$ cat src/design/sbi_pkg.sv
// sbi_pkg: widths, constants and pipeline types for the segment/box hit test.
// Used by every module of the design; no dependencies.
`default_nettype none
package sbi_pkg;
  localparam int CW = 32;          // coordinate width, Q16.16
  localparam int FB = 16;          // fraction bits
  localparam int XW = CW + 1;      // shifted endpoint width
  localparam int DW = CW + 2;      // difference width
  localparam int NW = DW + FB;     // numerator / quotient width
  localparam int PW = CW + DW;     // slope product width
  localparam int YW = PW - FB + 1; // y value width

  typedef enum logic [1:0] {
    REG_LEFT   = 2'd0,
    REG_TOP    = 2'd1,
    REG_RIGHT  = 2'd2,
    REG_BOTTOM = 2'd3
  } reg_idx_t;

  typedef struct packed {
    logic                 hit_x;
    logic                 vert;
    logic                 neg;
    logic signed [XW-1:0] ya;
    logic signed [XW-1:0] yb;
    logic signed [DW-1:0] rlo;
    logic signed [DW-1:0] rhi;
  } side_t;

  typedef struct packed {
    logic          vld;
    logic [DW-1:0] rem;
    logic [NW-1:0] num;
    logic [DW-1:0] den;
    side_t         side;
  } div_t;
endpackage
`default_nettype wire

$ cat src/design/sbi_div_cell.sv
// sbi_div_cell: one restoring division step, one quotient bit per cell.
// Depends on sbi_pkg.
`default_nettype none
module sbi_div_cell import sbi_pkg::*; (
  input  wire logic clk,
  input  wire logic rst_n,
  input  wire logic en,
  input  wire div_t d_i,
  output div_t      d_o
);
  div_t          d_r;
  logic [DW:0]   tmp;
  logic          ge;

  always_comb begin
    tmp = {d_i.rem, d_i.num[NW-1]};
    ge  = (tmp >= {1'b0, d_i.den});
  end

  always_ff @(posedge clk) begin
    if (!rst_n) begin
      d_r.vld <= 1'b0;
    end else if (en) begin
      d_r.vld <= d_i.vld;
    end
    if (en) begin
      d_r.rem  <= ge ? DW'(tmp - {1'b0, d_i.den}) : tmp[DW-1:0];
      d_r.num  <= {d_i.num[NW-2:0], ge};
      d_r.den  <= d_i.den;
      d_r.side <= d_i.side;
    end
  end

  assign d_o = d_r;
endmodule
`default_nettype wire

$ cat config.mk
export PLATFORM = sky130hd
export DESIGN_NAME = sbi_div_cell
export DESIGN_NICKNAME = d
export VERILOG_FILES = /design/src/design/sbi_pkg.sv /design/src/design/sbi_div_cell.sv
export SDC_FILE = /design/constraint.sdc
export NUM_CORES = 1
export LEC_CHECK = 0
export BUFFER_PORTS_ARGS = -buffer_cell sky130_fd_sc_hd__clkbuf_2
export CAP_MARGIN = 20
export CORE_AREA = 4 4 200 202
export DETAILED_ROUTE_END_ITERATION = 8
export DIE_AREA = 0 0 204 206
export PLACE_DENSITY = 0.58
export SYNTH_ARGS = -nofsm -noshare
export SYNTH_HDL_FRONTEND = slang
export SYNTH_SLANG_ARGS = --single-unit
$ cat constraint.sdc
create_clock -name clk -period 4.6 [get_ports clk]
set_clock_uncertainty 0.2 [all_clocks]
set_input_delay 0.69 -clock clk [delete_from_list [all_inputs] [get_ports clk]]
set_output_delay 0.69 -clock clk [all_outputs]
set_load 0.05 [all_outputs]
==> impl_metrics.csv <==
group,metric,value,unit
worst_hold_path,whs_path_depth,1,
clock_tree,cts_tree,"built",
logic_synthesis,ys_ff_latch,256,
clock_tree,cts-buffers-inserted,31,
finish,fin_cells,1716,
sta,period_needed,3.30,ns
die,ios,515,
logic_synthesis,synth.cell_area,10100,µm²
logic_synthesis,synthDistinctLibCells,55,
clock_tree,cts_setup_buffers,0,
finish,final_nets,1466,
sta,rsz0062_at_grt,"no",
logic_synthesis,avgSynthCellArea,15.8,µm²
flow_run,max_cap_violations,0,
finish,fillers,3718,
logic_synthesis,synthFlopType,"edfxtp_1",
worst_hold_path,hp-class,"input pin to flip-flop",
setup_path,cp.arrival,3.42,ns
setup_path,r2r_start,"d_o[255]",
setup_path,r2r-end,"d_o[255]",
finish,final_common_cell,"clkbuf_2",
clock_tree,h-tree-depth,1,
clock_tree,clock-sinks,256,
logic_synthesis,yosys_warnings,0,
placement,port_buffers,514,
worst_hold_path,hold_end,"d_o[75]",
clock_tree,post_cts_resized,0,
logic_synthesis,yosys-top-cells-area,"edfxtp_1 (76%), ha_1 (4.2%), o21ai_0 (2.4%), nand2_1 (2.1%), a21oi_1 (1.6%)",
die,die_w,204,µm
detailed_routing,routedWlPerCell,21.6,µm
die,fp.coreArea,38300,µm²
clock_tree,cts_hold_buf,0,
detailed_routing,ant_nets,0,
detailed_routing,route.detailed.drc,0,
sta,slew_headroom,0.518,
placement,hpwl,29600,µm
clock_tree,clock_latency,0.55,ns
logic_synthesis,yosysSeqAreaShare,0.762,
die,num_rows,72,
setup_path,worstSetupPathType,"input pin to flip-flop",
clock_tree,cts-root-buf,"clkbuf_16",
sta,final-max-slew-violation-count,0,
setup_path,worstSetupEndpointType,"flip-flop",
power_and_ir_drop,p_leak,6.27,nW
setup_path,reg2reg_slack,3.78,ns
logic_synthesis,async_flop_share,0,
worst_hold_path,hold_path.startpoint,"d_i[75]",
logic_synthesis,synth-edff-count,255,
setup_path,crit_fanout,68,
finish,final_cell_area,14300,µm²
finish,drive_gt1_frac,0.486,
detailed_routing,drtPass1Iterations,4,
finish,register_area,7680,µm²
outcome,outcome,"completed",
placement,routabilityCongestion,0.863,
global_routing,grt_pass1_vias,7530,
sta,timing.setup.tns,0,ns
die,initial_core_util,0.263,
finish,area_growth,41.7,%
power_and_ir_drop,ir_worst_vdd,0.228,mV
sta,finalHoldViolCount,0,
logic_synthesis,synth_top_area_frac,0.760,
sta,period_share,0.717,
setup_path,critical_path.startpoint_type,"input pin",
detailed_routing,drt_iter0_drc,405,
global_routing,track_usage,0.163,
detailed_routing,routed_wl,37100,µm
die,die_area,42000,µm²
detailed_routing,vias,7504,
sta,setup_viol,0,
sta,fmax,303,MHz
global_routing,grt_overflow,0,
finish,final_cell_mix,"clkbuf_2 (513), edfxtp_1 (255), nand2_1 (56)",
sta,holdWs,0.0910,ns
clock_tree,clockBufferDepth,3,
setup_path,worstPathRequired,4.72,ns
clock_tree,path_clk_slew,0.06,ns
placement,place_area,13300,µm²
power_and_ir_drop,p_per_area,473,nW/µm²
setup_path,reg2regPathDepth,2,
sta,worst_slew_pin_slew,0.724,ns
global_routing,grt_antenna_before_repair,18,
die,die_h,206,µm
finish,multiInputGateArea,2150,µm²
logic_synthesis,syn-num-nets,930,
global_routing,grt_pass1_wl,50700,µm
global_routing,grt_max_degree,91,
logic_synthesis,yosys.area.top_type,"edfxtp_1",
logic_synthesis,syn_inst,636,
detailed_routing,via_per_inst,4.37,
finish,largest_reg_flops,256,
placement,placedCellCount,1657,
[cells in the mapped netlist (2+ instances only)]
cell and count:
buf_4 3, nand2b_1 5, xnor2_1 12, nor2b_1 4
and3_1 7, nand2_1 56, clkbuf_1 5, nor2_1 18
edfxtp_1 255, xor2_1 18, a21o_1 16, o21ai_0 48
nand4_1 8, and2_1 4, ha_1 34, o31ai_1 2
inv_1 42, nor3_1 4, a31oi_1 4, a21boi_0 2
buf_2 5, nand3_1 4, o21a_1 4, o21bai_1 7
a221o_1 2, o211ai_1 2, a211oi_1 2, a21oi_1 32
o21ai_1 2, nor4_1 4
[stage by stage]
| stage | utilization | total power, mW | worst slack, ns |
|---|---|---|---|
| 3_5_place_dp | 0.346 | 4.42 | 0.677 |
| 4_1_cts | 0.373 | 6.87 | 1.29 |
| 2_1_floorplan | - | 3.93 | 1.29 |
| 5_1_grt | 0.373 | 7.04 | 1.00 |
| 3_3_place_gp | 0.346 | 4.42 | 0.774 |
| 6_report | 0.373 | 6.76 | 1.30 |
[cell families (layout without fill, tap and decap cells)]
family	Yosys count	in the layout	share of synthesized area
muxes	2	2	0.00211
adders and majority gates	35	35	0.0442
AOI/OAI and AO/OA	137	137	0.0862
other	0	2	0
xor gates and xnor gates	30	30	0.0261
buffers and inverters	58	618	0.0241
DFF	256	256	0.762
and+or+nand+nor	118	118	0.0551
[per-layer routing]
metal / up-vias / wire (µm) / track usage
li1: 3483 / - / -
met1: 3569 / 12100 / 0.162
met2: 327 / 19400 / 0.303
met3: 95 / 4100 / 0.0734
met4: 30 / 1240 / 0.0567
met5: - / 200 / 0
[where the power goes]
group | internal (mW) | leakage [nW] | switching (mW)
logic | 0.343 | 3.30 | 1.14
clock network | 1.36 | 0.470 | 1.04
registers | 2.81 | 2.50 | 0.0599
[layout make-up]
type                            count  share of cell area
Multi-Input combinational cell    322               0.151
Clock buffer                       32              0.0546
Antenna cell                        2            0.000351
Timing Repair Buffer              518               0.184
Inverter                           43              0.0113
Sequential cell                   256               0.538
Tap cell                          518              0.0454
Clock inverter                     25              0.0158
[worst max path at each step]
stage	startpoint	slack, ns	depth (start not counted)	to
2_1_floorplan	d_i[220]	1.29	12	d_o[253]
3_3_place_gp	d_i[141]	0.77	10	d_o[222]
3_5_place_dp	d_i[141]	0.68	11	d_o[253]
4_1_cts	d_i[141]	1.29	11	d_o[253]
5_1_grt	d_i[141]	1.00	11	d_o[253]
6_report	d_i[141]	1.30	10	d_o[222]
[worst max-delay path: stages]
cell and delay (ns):
clkbuf_2 0.09, inv_1 0.05, ha_1 0.35, a21o_1 0.21, or3_1 0.35, o21ai_2 0.17
o21ai_0 0.18, a32oi_1 0.32, and2_4 0.60, mux2_2 0.40
(Power assumes the default switching activity.)
